## src/sv/text_to_unsigned_integer_parser_unit_assert.svh

```systemverilog
// Assertion macros shared by the parser unit.
`ifndef TEXT_TO_UNSIGNED_INTEGER_PARSER_UNIT_ASSERT_SVH
`define TEXT_TO_UNSIGNED_INTEGER_PARSER_UNIT_ASSERT_SVH

// Check that cons holds in the same cycle as ante.
`define TTU_ASSERT_NOW(label, clk, rst_n, ante, cons) \
  label: assert property (@(posedge clk) disable iff (!rst_n) (ante) |-> (cons)) \
    else $error("parser unit: same-cycle check failed");

// Check that cons holds in the cycle after ante.
`define TTU_ASSERT_NEXT(label, clk, rst_n, ante, cons) \
  label: assert property (@(posedge clk) disable iff (!rst_n) (ante) |=> (cons)) \
    else $error("parser unit: next-cycle check failed");

`endif

```

## src/sv/ttu_pkg.sv

```systemverilog
package ttu_pkg;

  // Character codes
  localparam logic [7:0] CH_TAB     = 8'h09;
  localparam logic [7:0] CH_CR      = 8'h0D;
  localparam logic [7:0] CH_SPACE   = 8'h20;
  localparam logic [7:0] CH_PLUS    = 8'h2B;
  localparam logic [7:0] CH_MINUS   = 8'h2D;
  localparam logic [7:0] CH_ZERO    = 8'h30;
  localparam logic [7:0] CH_NINE    = 8'h39;
  localparam logic [7:0] CH_UPPER_A = 8'h41;
  localparam logic [7:0] CH_UPPER_Z = 8'h5A;
  localparam logic [7:0] CH_LOWER_A = 8'h61;
  localparam logic [7:0] CH_LOWER_X = 8'h78;
  localparam logic [7:0] CH_LOWER_Z = 8'h7A;

  // Radix values
  localparam logic [5:0] BASE_AUTO = 6'd0;
  localparam logic [5:0] BASE_OCT  = 6'd8;
  localparam logic [5:0] BASE_DEC  = 6'd10;
  localparam logic [5:0] BASE_HEX  = 6'd16;
  localparam logic [5:0] BASE_MAX  = 6'd36;
  localparam logic [5:0] LETTER_OFFSET = 6'd10;

  // Digit value of a character that is no digit at all; above every radix
  localparam logic [5:0] NO_DIGIT = 6'h3F;

  // Token queue between front and back
  localparam int unsigned Q_DEPTH = 2;
  localparam int unsigned Q_PTR_W = 1;
  localparam int unsigned Q_CNT_W = 2;

  typedef enum logic [2:0] {
    PH_LEAD,
    PH_POSTSIGN,
    PH_ZERO,
    PH_HEXX,
    PH_DIGITS
  } ttu_phase_e;

  // Classified character
  typedef struct packed {
    logic       is_space;
    logic       is_plus;
    logic       is_minus;
    logic       is_zero;
    logic       is_x;
    logic [5:0] dval;
  } ttu_tok_t;

  // Queue status seen by the top level
  typedef struct packed {
    logic               push;
    logic [Q_CNT_W-1:0] count;
  } ttu_q_stat_t;

endpackage

```

## src/sv/ttu_ifs.sv

```systemverilog
// Character request channel
interface ttu_char_if;
  logic       valid;
  logic       ready;
  logic [7:0] text_char;

  modport source (output valid, output text_char, input ready);
  modport sink (input valid, input text_char, output ready);
endinterface

// Parse result channel
interface ttu_result_if;
  logic        valid;
  logic        ready;
  logic [63:0] parsed_value;
  logic [15:0] end_offset;
  logic        converted;

  modport source (output valid, output parsed_value, output end_offset, output converted,
                  input ready);
  modport sink (input valid, input parsed_value, input end_offset, input converted,
                output ready);
endinterface

```

## src/sv/ttu_front.sv

```systemverilog
module ttu_front
  import ttu_pkg::*;
(
  input  logic        clk_i,
  input  logic        rst_ni,
  ttu_char_if.sink    char_i,
  input  logic        pop_i,
  output ttu_tok_t    tok_o,
  output logic        tok_valid_o,
  output ttu_q_stat_t stat_o
);

  ttu_tok_t             mem_q [Q_DEPTH];
  logic [Q_PTR_W-1:0]   wr_ptr_q, wr_ptr_d;
  logic [Q_PTR_W-1:0]   rd_ptr_q, rd_ptr_d;
  logic [Q_CNT_W-1:0]   count_q, count_d;
  ttu_tok_t             tok_in;
  logic                 push;
  logic [7:0]           c;

  // Classify the incoming character
  always_comb begin
    c = char_i.text_char;
    tok_in.is_space = (c == CH_SPACE) || (c >= CH_TAB && c <= CH_CR);
    tok_in.is_plus  = (c == CH_PLUS);
    tok_in.is_minus = (c == CH_MINUS);
    tok_in.is_zero  = (c == CH_ZERO);
    tok_in.is_x     = (c == CH_LOWER_X);
    if (c >= CH_ZERO && c <= CH_NINE) begin
      tok_in.dval = 6'(c - CH_ZERO);
    end else if (c >= CH_UPPER_A && c <= CH_UPPER_Z) begin
      tok_in.dval = 6'(c - CH_UPPER_A) + LETTER_OFFSET;
    end else if (c >= CH_LOWER_A && c <= CH_LOWER_Z) begin
      tok_in.dval = 6'(c - CH_LOWER_A) + LETTER_OFFSET;
    end else begin
      tok_in.dval = NO_DIGIT;
    end
  end

  assign char_i.ready = (count_q != Q_CNT_W'(Q_DEPTH));
  assign push         = char_i.valid && char_i.ready;
  assign tok_o        = mem_q[rd_ptr_q];
  assign tok_valid_o  = (count_q != '0);
  assign stat_o.push  = push;
  assign stat_o.count = count_q;

  // Advance pointers and occupancy
  always_comb begin
    wr_ptr_d = wr_ptr_q;
    rd_ptr_d = rd_ptr_q;
    count_d  = count_q;
    if (push) begin
      wr_ptr_d = (wr_ptr_q == Q_PTR_W'(Q_DEPTH - 1)) ? '0 : wr_ptr_q + 1'b1;
    end
    if (pop_i) begin
      rd_ptr_d = (rd_ptr_q == Q_PTR_W'(Q_DEPTH - 1)) ? '0 : rd_ptr_q + 1'b1;
    end
    if (push && !pop_i) begin
      count_d = count_q + 1'b1;
    end else if (pop_i && !push) begin
      count_d = count_q - 1'b1;
    end
  end

  always_ff @(posedge clk_i or negedge rst_ni) begin
    if (!rst_ni) begin
      wr_ptr_q <= '0;
      rd_ptr_q <= '0;
      count_q  <= '0;
    end else begin
      wr_ptr_q <= wr_ptr_d;
      rd_ptr_q <= rd_ptr_d;
      count_q  <= count_d;
    end
  end

  // Store the classified character
  always_ff @(posedge clk_i) begin
    if (push) begin
      mem_q[wr_ptr_q] <= tok_in;
    end
  end

endmodule

```

## src/sv/ttu_back.sv

```systemverilog
module ttu_back
  import ttu_pkg::*;
#(
  parameter int unsigned OFFSET_BITS = 16
) (
  input  logic         clk_i,
  input  logic         rst_ni,
  input  logic [5:0]   number_base_i,
  input  ttu_tok_t     tok_i,
  input  logic         tok_valid_i,
  output logic         pop_o,
  ttu_result_if.source result_o
);

  localparam int unsigned POS_W = (OFFSET_BITS < 16) ? OFFSET_BITS : 16;

  ttu_phase_e       phase_q, phase_d;
  logic             minus_q, minus_d;
  logic [5:0]       base_q, base_d;
  logic [63:0]      acc_q, acc_d;
  logic             seen_q, seen_d;
  logic [POS_W-1:0] pos_q, pos_d;

  logic             out_valid_q, out_valid_d;
  logic [63:0]      out_value_q;
  logic [15:0]      out_offset_q;
  logic             out_conv_q;

  logic             fire;
  logic [5:0]       sat_base;
  logic [POS_W:0]   pos_sum1, pos_sum2;
  logic [POS_W-1:0] pos_inc1, pos_inc2;
  logic             fc_en;
  logic [5:0]       fc_base;
  logic             td_en;
  logic [5:0]       td_base;
  logic             td_acc_zero;
  logic [63:0]      mul_acc;
  logic [63:0]      prod;
  logic             emit;
  logic [63:0]      emit_acc;
  logic             emit_seen;

  assign fire  = tok_valid_i && (!out_valid_q || result_o.ready);
  assign pop_o = fire;

  assign sat_base = (number_base_i > BASE_MAX) ? BASE_MAX : number_base_i;

  // Saturating position bumps; the carry marks the saturation point
  assign pos_sum1 = {1'b0, pos_q} + (POS_W + 1)'(1);
  assign pos_sum2 = {1'b0, pos_q} + (POS_W + 1)'(2);
  assign pos_inc1 = pos_sum1[POS_W] ? '1 : pos_sum1[POS_W-1:0];
  assign pos_inc2 = pos_sum2[POS_W] ? '1 : pos_sum2[POS_W-1:0];

  // Shared digit multiply-accumulate
  assign mul_acc = td_acc_zero ? '0 : acc_q;
  assign prod    = mul_acc * 64'(td_base) + 64'(tok_i.dval);

  // Parse state and result selection
  always_comb begin
    phase_d     = phase_q;
    minus_d     = minus_q;
    base_d      = base_q;
    acc_d       = acc_q;
    seen_d      = seen_q;
    pos_d       = pos_q;
    fc_en       = 1'b0;
    fc_base     = base_q;
    td_en       = 1'b0;
    td_base     = base_q;
    td_acc_zero = 1'b0;
    emit        = 1'b0;
    emit_acc    = acc_q;
    emit_seen   = seen_q;

    case (phase_q)
      PH_POSTSIGN: begin
        if (tok_i.is_space) begin
          pos_d = pos_inc1;
        end else begin
          fc_en   = 1'b1;
          fc_base = base_q;
        end
      end
      PH_ZERO: begin
        if (tok_i.is_x) begin
          base_d  = BASE_HEX;
          phase_d = PH_HEXX;
        end else begin
          base_d      = (base_q == BASE_AUTO) ? BASE_OCT : base_q;
          seen_d      = 1'b1;
          acc_d       = '0;
          phase_d     = PH_DIGITS;
          td_en       = 1'b1;
          td_base     = base_d;
          td_acc_zero = 1'b1;
          emit_acc    = '0;
          emit_seen   = 1'b1;
        end
      end
      PH_HEXX: begin
        if (tok_i.dval < BASE_HEX) begin
          acc_d   = 64'(tok_i.dval);
          seen_d  = 1'b1;
          pos_d   = pos_inc2;
          phase_d = PH_DIGITS;
        end else begin
          emit      = 1'b1;
          emit_acc  = '0;
          emit_seen = 1'b1;
        end
      end
      PH_DIGITS: begin
        td_en   = 1'b1;
        td_base = base_q;
      end
      default: begin
        // Leading whitespace; also covers codes with no phase
        phase_d = PH_LEAD;
        base_d  = sat_base;
        if (tok_i.is_space) begin
          pos_d = pos_inc1;
        end else if (tok_i.is_plus || tok_i.is_minus) begin
          minus_d = tok_i.is_minus;
          pos_d   = pos_inc1;
          phase_d = PH_POSTSIGN;
        end else begin
          fc_en   = 1'b1;
          fc_base = sat_base;
        end
      end
    endcase

    // First character of the subject: zero marks octal or hex prefix
    if (fc_en) begin
      if (tok_i.is_zero && (fc_base == BASE_AUTO || fc_base == BASE_HEX)) begin
        pos_d   = pos_inc1;
        phase_d = PH_ZERO;
      end else begin
        base_d  = (fc_base == BASE_AUTO) ? BASE_DEC : fc_base;
        phase_d = PH_DIGITS;
        td_en   = 1'b1;
        td_base = base_d;
      end
    end

    // Take a digit of the active radix, or end the number
    if (td_en) begin
      if (tok_i.dval < td_base) begin
        acc_d  = prod;
        seen_d = 1'b1;
        pos_d  = pos_inc1;
      end else begin
        emit = 1'b1;
      end
    end

    // Drop the parse after a result
    if (emit) begin
      phase_d = PH_LEAD;
      minus_d = 1'b0;
      acc_d   = '0;
      seen_d  = 1'b0;
      pos_d   = '0;
    end
  end

  // Hold the result until it is taken
  always_comb begin
    out_valid_d = out_valid_q;
    if (fire && emit) begin
      out_valid_d = 1'b1;
    end else if (result_o.ready) begin
      out_valid_d = 1'b0;
    end
  end

  always_ff @(posedge clk_i or negedge rst_ni) begin
    if (!rst_ni) begin
      phase_q     <= PH_LEAD;
      minus_q     <= 1'b0;
      base_q      <= '0;
      acc_q       <= '0;
      seen_q      <= 1'b0;
      pos_q       <= '0;
      out_valid_q <= 1'b0;
    end else begin
      out_valid_q <= out_valid_d;
      if (fire) begin
        phase_q <= phase_d;
        minus_q <= minus_d;
        base_q  <= base_d;
        acc_q   <= acc_d;
        seen_q  <= seen_d;
        pos_q   <= pos_d;
      end
    end
  end

  // Load the result payload
  always_ff @(posedge clk_i) begin
    if (fire && emit) begin
      out_value_q  <= minus_q ? (64'd0 - emit_acc) : emit_acc;
      out_offset_q <= emit_seen ? 16'(pos_q) : 16'd0;
      out_conv_q   <= emit_seen;
    end
  end

  assign result_o.valid        = out_valid_q;
  assign result_o.parsed_value = out_value_q;
  assign result_o.end_offset   = out_offset_q;
  assign result_o.converted    = out_conv_q;

endmodule

```

## src/sv/text_to_unsigned_integer_parser_unit.sv

```systemverilog
// Flow: a character enters the token queue on acceptance and is parsed when the parser
// pops it; a stop character's result is registered as it is parsed and held until taken.
// Throughput: one character per cycle while no result waits, via the multiply-accumulate.
// A waiting result stalls the parser only; the two-entry token queue takes input until full.
// Reset: asynchronous, active low; clears the queue, the parse state, the pending
// result and the base register (automatic radix).
`include "text_to_unsigned_integer_parser_unit_assert.svh"

module text_to_unsigned_integer_parser_unit
  import ttu_pkg::*;
#(
  parameter int unsigned OFFSET_BITS = 16
) (
  input  logic         clk_i,
  input  logic         rst_ni,
  input  logic         cfg_we_i,
  input  logic [5:0]   cfg_wdata_i,
  ttu_char_if.sink     char_i,
  ttu_result_if.source result_o
);

  logic [5:0]  number_base_q;
  ttu_tok_t    tok;
  logic        tok_valid;
  logic        pop;
  ttu_q_stat_t q_stat;

  // Hold the radix register
  always_ff @(posedge clk_i or negedge rst_ni) begin
    if (!rst_ni) begin
      number_base_q <= '0;
    end else if (cfg_we_i) begin
      number_base_q <= cfg_wdata_i;
    end
  end

  ttu_front u_front (
    .clk_i       (clk_i),
    .rst_ni      (rst_ni),
    .char_i      (char_i),
    .pop_i       (pop),
    .tok_o       (tok),
    .tok_valid_o (tok_valid),
    .stat_o      (q_stat)
  );

  ttu_back #(
    .OFFSET_BITS (OFFSET_BITS)
  ) u_back (
    .clk_i         (clk_i),
    .rst_ni        (rst_ni),
    .number_base_i (number_base_q),
    .tok_i         (tok),
    .tok_valid_i   (tok_valid),
    .pop_o         (pop),
    .result_o      (result_o)
  );

  // A result without conversion carries neither value nor offset
  `TTU_ASSERT_NOW(a_noconv_zero, clk_i, rst_ni,
                  result_o.valid && !result_o.converted,
                  result_o.parsed_value == 64'd0 && result_o.end_offset == 16'd0)

  // Queue occupancy follows the push and pop requests
  `TTU_ASSERT_NEXT(a_q_grow, clk_i, rst_ni, q_stat.push && !pop,
                   q_stat.count == $past(q_stat.count) + 1'b1)

  `TTU_ASSERT_NEXT(a_q_shrink, clk_i, rst_ni, pop && !q_stat.push,
                   q_stat.count == $past(q_stat.count) - 1'b1)

endmodule
```

## src/flat_wrapper.sv

```systemverilog
// flat-port wrapper written by rule: the top's interface ports become plain ports
module text_to_unsigned_integer_parser_unit_flat import ttu_pkg::*;
#(
  parameter int unsigned OFFSET_BITS = 16
)
  (clk_i, rst_ni, cfg_we_i, cfg_wdata_i, char_i_valid, char_i_text_char, char_i_ready, result_o_valid, result_o_parsed_value, result_o_end_offset, result_o_converted, result_o_ready);
  ttu_char_if char_i_i ();
  ttu_result_if result_o_i ();
  input  logic clk_i;
  input  logic rst_ni;
  input  logic cfg_we_i;
  input  logic [5:0] cfg_wdata_i;
  input wire logic [$bits(char_i_i.valid)-1:0] char_i_valid;
  input wire logic [$bits(char_i_i.text_char)-1:0] char_i_text_char;
  output wire logic [$bits(char_i_i.ready)-1:0] char_i_ready;
  output wire logic [$bits(result_o_i.valid)-1:0] result_o_valid;
  output wire logic [$bits(result_o_i.parsed_value)-1:0] result_o_parsed_value;
  output wire logic [$bits(result_o_i.end_offset)-1:0] result_o_end_offset;
  output wire logic [$bits(result_o_i.converted)-1:0] result_o_converted;
  input wire logic [$bits(result_o_i.ready)-1:0] result_o_ready;
  assign char_i_i.valid = char_i_valid;
  assign char_i_i.text_char = char_i_text_char;
  assign char_i_ready = char_i_i.ready;
  assign result_o_valid = result_o_i.valid;
  assign result_o_parsed_value = result_o_i.parsed_value;
  assign result_o_end_offset = result_o_i.end_offset;
  assign result_o_converted = result_o_i.converted;
  assign result_o_i.ready = result_o_ready;
  text_to_unsigned_integer_parser_unit #(.OFFSET_BITS(OFFSET_BITS)) u_core (.clk_i(clk_i), .rst_ni(rst_ni), .cfg_we_i(cfg_we_i), .cfg_wdata_i(cfg_wdata_i), .char_i(char_i_i), .result_o(result_o_i));
endmodule
```

## config.mk

```make
export PLATFORM = sky130hd
export DESIGN_NAME = text_to_unsigned_integer_parser_unit_flat
export DESIGN_NICKNAME = d
export VERILOG_FILES = /design/src/sv/ttu_pkg.sv /design/src/sv/ttu_ifs.sv /design/src/sv/ttu_front.sv /design/src/sv/ttu_back.sv /design/src/sv/text_to_unsigned_integer_parser_unit.sv /design/src/flat_wrapper.sv
export VERILOG_INCLUDE_DIRS = /design/src /design/src/sv
export SDC_FILE = /design/constraint.sdc
export NUM_CORES = 1
export LEC_CHECK = 0
export ABC_AREA = 1
export BUFFER_PORTS_ARGS = -buffer_cell sky130_fd_sc_hd__buf_2
export CAP_MARGIN = 20
export CORE_MARGIN = 8
export CORE_UTILIZATION = 30
export DETAILED_ROUTE_END_ITERATION = 8
export PLACE_DENSITY = 0.45
export SLEW_MARGIN = 20
export SYNTH_ARGS = -nofsm -noshare
export SYNTH_HDL_FRONTEND = slang
export SYNTH_HIERARCHICAL = 1
export SYNTH_SLANG_ARGS = --single-unit
```

## constraint.sdc

```tcl
create_clock -name clk_i -period 7.8 [get_ports clk_i]
set_input_delay 0 -clock clk_i [delete_from_list [all_inputs] [get_ports clk_i]]
set_output_delay 0 -clock clk_i [all_outputs]
set_load 0.03 [all_outputs]
```

==> key figures <==
Outcome
  • Outcome: finished clean

Worst setup path
  • Critical Path AT: 7.67 ns
  • R2R depth: 40
  • Most used cell, CP: nand2_1
  • CP Class: reg -> reg
  • Slowest cell on the critical path: fa_1
  • Reg2reg start: u_core/u_front/rd_ptr_q
  • CP max stage delay: 0.54 ns
  • Worst setup SP type: register
  • Reg2Reg Setup Slack: a little under 0.6 ns
  • CP Max Fanout: 7
  • Critical Path Sink: u_core/u_back/acc_q[56]
  • Worst setup EP type: register
  • Reg-to-Reg End: u_core/u_back/acc_q[56]
  • Critical path launch point: u_core/u_front/rd_ptr_q
  • CP required: 8.25 ns

Clock network
  • Clk buf depth: 3
  • H-tree depth: 1
  • Clock sink count: 205
  • Clk Latency, worst-skew pair: 0.63 ns
  • Clock Root Buffer: clkbuf_16
  • Number of CTS-inserted buffers: 31
  • Clock transition at path regs: ~0.06 ns
  • CTS tree: built

Floorplanning
  • Die Height: ~300 um
  • DIE AREA: about 90000 um2
  • Core Rows: 104
  • Die W: 301 um
  • Initial Utilization: 30.3%
  • I/O Pins: just over 100
  • Core Area: 80300 um2

Drt
  • First DRT Iteration DRCs: 1405
  • Pre-Repair DR Iteration Count: 6
  • Final wirelength: 79400 um
  • DRC: 0
  • Met2 WL post-DR: 37500 um
  • Drt wl/cell: 18.1 um
  • Met3 wire len: 2940 um
  • Vias/cell: 4.90
  • DRT antenna net count: 0
  • DR top layer: met4
  • Vias: 21500
  • DRT met1 WL: 37200 um

Synth
  • Mapped Area: between 20000 and 25000 um2
  • Synth Net Count: 3603
  • Mean post-synth cell area: 7.59 um2
  • Yosys Warn Count: 6
  • Post-synthesis cell count: 3199

Place
  • Routability Congestion: around 0.86
  • Post-DP HPWL: 61000 um
  • PortBufs: 101

Global route
  • Total grt overflow: 0
  • Largest net degree at the start of global routing: 91
  • Global-route wire length before repair: 128000 um
  • Global Route Usage Sum: 17.5%
  • Vias in the first global route: about 22000
  • Initial antenna violation count: 0

STA
  • Max-slew violations: 0
  • Final setup TNS: 0 ns
  • Fmax achieved: between 100 and 150 MHz
  • Worst slew pin tran: 0.967 ns
  • Max_slew headroom: 35.3%
  • Final min period: 7.22 ns
  • Final period util: 92.6%
  • Final Skew: ~0.04 ns
  • Final setup vio count: 0
  • Hold Vio Cnt, Final: 0
  • RSZ-0062 raised after global routing: no

Finish
  • Area Overhead vs Synth: 13.1%
  • Fraction of layout cells with a size suffix above 1: 8.88%
  • Layout Nets: roughly 3700
  • # diodes: 0
  • Fillers: 8567

Hold path
  • Worst hold path class: in -> async

Flow run
  • Maxcap violations: 0
through the flow:
stage / setup slack, ns / cells / utilization [%] / hold WS, ns / cell area, um2
3_3_place_gp: 0.311 / 4289 / 32.3 / -0.104 / 25900
2_1_floorplan: 0.806 / 3199 / - / -0.296 / 24300
3_5_place_dp: 0.136 / 4289 / 32.3 / -0.106 / 25900
6_report: 0.581 / 4382 / 34.2 / 0.0519 / 27500
5_1_grt: 0.00627 / 4382 / 34.2 / 0.0969 / 27500
4_1_cts: 0.112 / 4381 / 34.2 / 0.0418 / 27400
critical path, delay by kind of cell, from the launching register on:
kind            cells  cell delay, ns
compound gates      5            0.94
flops               1            0.44
buf+inv             8            0.67
mux                 1            0.35
simple gates       20            2.05
fa+ha+maj           5            2.39
xor+xnor            1            0.21
routing by layer:
metal | up-vias | track usage, %
met5 | - | 0
met4 | 0 | 4.17
met3 | 79 | 1.78
met2 | 398 | 29.5
met1 | 10500 | 23.9
li1 | 10500 | -
layout make-up:
type / instances / area [um2] / share of cell area [%]
Sequential cell: 205 / 5650 / 20.6
Timing Repair Buffer: 171 / 1150 / 4.19
Tap cell: 1060 / 1330 / 4.83
Clock inverter: 23 / 335 / 1.22
Clock buffer: 35 / 811 / 2.95
Multi-Input combinational cell: 2500 / 16700 / 60.9
Inverter: 388 / 1470 / 5.34
worst min-delay path by stage:
stage                               to  slack [ns]  cells past startpoint
2_1_floorplan  u_core/number_base_q[0]       -0.30                      0
3_3_place_gp   u_core/u_back/pos_q[12]       -0.10                      1
3_5_place_dp   u_core/u_back/pos_q[12]       -0.11                      1
4_1_cts        u_core/number_base_q[0]        0.04                      3
5_1_grt        u_core/number_base_q[0]         0.1                      3
6_report       u_core/number_base_q[0]        0.05                      3
placed cells by master (no fill, tap or decap), types with 21 or more instances in the layout:
master,n
inv_2,21
xnor2_1,50
nand3_1,132
clkbuf_16,31
buf_2,100
nand2_1,574
buf_4,33
ha_1,145
edfxtp_1,103
inv_1,361
o21ai_1,31
dfrtp_1,100
xor2_1,70
dlygate4sd3_1,34
a31oi_1,29
a21oi_1,123
fa_1,240
nor2_1,671
o22ai_1,34
nand4_1,21
o21ai_0,212
sequential cells by signal (all words and copies together), names as in the netlist:
signal,count
u_core/u_back/result_o.end_offset,16
u_core/u_back/phase_q,3
u_core/u_front/rd_ptr_q,1
u_core/u_back/minus_q,1
u_core/u_back/pos_q,16
u_core/u_back/acc_q,64
u_core/u_back/result_o.valid,1
u_core/u_front/wr_ptr_q,1
u_core/number_base_q,6
u_core/u_back/result_o.parsed_value,64
u_core/u_back/result_o.converted,1
u_core/u_front/count_q,2
u_core/u_back/seen_q,1
u_core/u_back/base_q,6
u_core/u_front/mem_q,22
repair_timing:
item,4_1_cts,5_1_grt
endpoints found under the hold margin,161,0
setup buffers,0,1
hold buffers,34,0
gates resized for setup,0,16
setup endpoints to repair,0,25
Power is not shown: default switching activity piles up to over one toggle a cycle in this logic, so the estimate is an artifact.
